===== src/hw/rtl/tsht_ram.sv =====
// generic single write port ram with registered read
`default_nettype none
module tsht_ram #(
    parameter int WIDTH = 32,
    parameter int DEPTH = 32
) (
    input  wire logic                                  i_clk,
    input  wire logic                                  i_we,
    input  wire logic [(DEPTH > 1 ? $clog2(DEPTH) : 1)-1:0] i_waddr,
    input  wire logic [WIDTH-1:0]                      i_wdata,
    input  wire logic [(DEPTH > 1 ? $clog2(DEPTH) : 1)-1:0] i_raddr,
    output logic      [WIDTH-1:0]                      o_rdata
);
    logic [WIDTH-1:0] r_mem [DEPTH];

    // write port and registered read port
    always_ff @(posedge i_clk) begin
        if (i_we) begin
            r_mem[i_waddr] <= i_wdata;
        end
        o_rdata <= r_mem[i_raddr];
    end
endmodule
`default_nettype wire


===== config.mk =====
export PLATFORM = sky130hd
export DESIGN_NAME = tsht_ram
export DESIGN_NICKNAME = d
export VERILOG_FILES = /design/src/hw/rtl/tsht_ram.sv
export SDC_FILE = /design/constraint.sdc
export NUM_CORES = 1
export LEC_CHECK = 0
export BUFFER_PORTS_ARGS = -buffer_cell sky130_fd_sc_hd__buf_4
export CORE_ASPECT_RATIO = 1.5
export CORE_MARGIN = 4
export CORE_UTILIZATION = 45
export DETAILED_ROUTE_END_ITERATION = 12
export SYNTH_ARGS = -nofsm -noshare
export SYNTH_HDL_FRONTEND = slang
export SYNTH_SLANG_ARGS = --single-unit

===== constraint.sdc =====
create_clock -name i_clk -period 2.9 [get_ports i_clk]
set_input_delay 0.435 -clock i_clk [delete_from_list [all_inputs] [get_ports i_clk]]
set_output_delay 0.435 -clock i_clk [all_outputs]
set_load 0.01 [all_outputs]

==> out/results.ini <==
[status]
status = finished, final reports clean

[finish]
stdcell_count = 3648
final_util_pct = 52.0
drive_gt1_share_pct = 14.8
multi_input_area_um2 = 8610
diodes = 0
area_growth_pct = 14.5
num-nets-final = 2459
nFillCells = 7127
register_area_um2 = 31400

[power_and_ir_drop]
p_per_area_nw_per_um2 = 676
p_total_uw = 31300
p_leak_uw = 0.0162
ir_drop_v = 0.000496

[synth]
yosys-top-cells-area = edfxtp_1 (76%), mux2i_1 (13%), a22oi_1 (1.8%)
mappedNetlistArea_um2 = 40500
synth_seq_cells = 1056
yosysWarnings = 0
ys_async_sr_fraction_pct = 0
synth_top_area_share_pct = 76.0
synth_cell_type_count = 25
syn_inst = 2260
syn_nets = 2304
synth.largest_area_cell = edfxtp_1
synth_area_per_cell_um2 = 17.9
yosysMostFrequentCell = edfxtp_1
synth_edf_count = 1024
synthTopCellsByCount = edfxtp_1 (1024), mux2i_1 (512), nand2_1 (98), nand3_1 (98)
ys_seq_area_share_pct = 77.5
synth-main-ff-cell = edfxtp_1

[sta]
grt_setup_unrepaired = no
setup_viol = 0
fin_crit_ns = 1.74
tightest_slew_ns = 0.669
setup_tns_ns = 0
clock.fmax_mhz = 574
fin_crit_sh_pct = 60.1
skew_ns = 0.0191
hold_violations = 0
relSlewSlack_pct = 55.4
drv_slew = 0
hold_slack_ns = 0.168

[clocking]
cts_num_sinks = 1056
clkLatencyLatePin_ns = 0.67
cts_buffers = 93
cts_buffer_depth = 3
cts-hold-fix-buffers = 0
cts-root-buf = clkbuf_16
cts_tree = built
clk_pin_slew_ns = 0.07
cts_resized = 0
h-tree-depth = 3
cts_setup_buffers = 0

[grt]
antenna_found_initial = 1
grt_max_degree = 72
grt_pass1_vias = 21282
grt_overflow = 0
grt_first_pass_wirelength_um = 146000
gr-usage-all-layers_pct = 21.1

[die]
core_um2 = 89200
rows = 134
num_io_pins = 76
dieWidth_um = 253
dieArea_um2 = 94900
start_util_pct = 45.4
fp.dieH_um = 375

[route]
route.detailed.drc = 0
dr.pass1.iters = 5
drt-initial-drc-count = 2076
wl_um = 102000
vias = 21175
vias_per_cell = 5.80
avgRoutedWirePerCell_um = 27.9
ant_nets = 0

[worst_setup_path]
path_delay_family = flip-flops
slowest_stage = dfxtp_1
critical_path_class = reg2out
critPathLaunchType = flop
max_stage_delay_ns = 0.46
critPathBufInv = 1
arrival_ns = 1.31
crit_fanout = 1
worstPathRequired_ns = 2.47
critPathCaptureType = output port
path_cells = buf_4

[place]
placedCellCount = 3476
gp_congestion = 0.768
port_buffers = 75
dp_hpwl_um = 56800

[job]
cap_violations = 0

[worst_hold_path]
min_path_type = in2reg

## report_power, final
group	switching, µW	internal (µW)
Sequential	98.8	17000
Combinational	1060	605
Clock	5380	7250
## kinds of logic after synthesis
kind of cell	synth area share, %
and+or+nand+nor	3.10
AOI/OAI and AO/OA	4.85
buffers and inverters	1.86
DFF	77.5
muxes	12.7
## worst paths after layout
check	start	end	slack (ns)	cells after the start
max	o_rdata[4]$_DFF_P_	o_rdata[4]	1.16	1
min	i_wdata[20]	r_mem[29][20]$_DFFE_PP_	0.17	1
max reg2reg	r_mem[7][12]$_DFFE_PP_	o_rdata[12]$_DFF_P_	1.46	5
min reg2reg	r_mem[26][25]$_DFFE_PP_	o_rdata[25]$_DFF_P_	0.61	4
## flip-flops by register name, indices dropped and copies added (netlist names)
register,count
o_rdata,32
r_mem,1024
## stage by stage
stage | setup slack, ns | area (µm²)
final | 1.16 | 46400
after global routing | 1.12 | 46400
after CTS | 1.11 | 46400
after detailed placement | 0.528 | 43300
after global placement | 0.592 | 43300
after floorplan | 0.0309 | 40500
## metal layers
metal	GRT usage [%]	part of all wire, %	vias up
met2	36.4	51	652
met1	28.0	42	11108
met4	5.72	2.3	2
li1	-	-	9262
met5	0	0.013	-
met3	3.17	5.0	151
## layout make-up
class	count	share of cell area, %
flip-flops and latches	1056	67.7
clock buffers	126	5.59
well taps	1156	3.12
multi-input cells	1077	18.6
clock inverters	46	1.09
repair buffers	187	3.93
## cells in the final DEF, fill, tap and decap left out
cell	netlist	routed
a21oi_1	96	96
or2_2	1	1
inv_6	0	2
bufinv_16	0	11
and2b_4	0	1
a22oi_1	96	96
clkinv_1	0	13
clkbuf_16	0	95
mux2i_1	512	512
nor2_1	34	1
clkinvlp_4	0	2
clkinv_4	0	1
or3b_2	3	3
a31oi_1	32	32
or3_1	1	1
buf_8	0	1
dfxtp_1	32	32
buf_12	0	33
nand2b_2	0	2
nor3_1	32	32
clkbuf_1	46	21
buf_4	33	153
nor2b_4	0	1
clkinv_2	0	17
nand2_2	0	1
and2_4	0	1
nand2_1	98	97
edfxtp_1	1024	1024
nor2_4	0	33
a22o_1	64	64
clkbuf_8	0	10
nand3b_1	5	5
nand3_1	98	98
(Power assumes the default switching activity.)
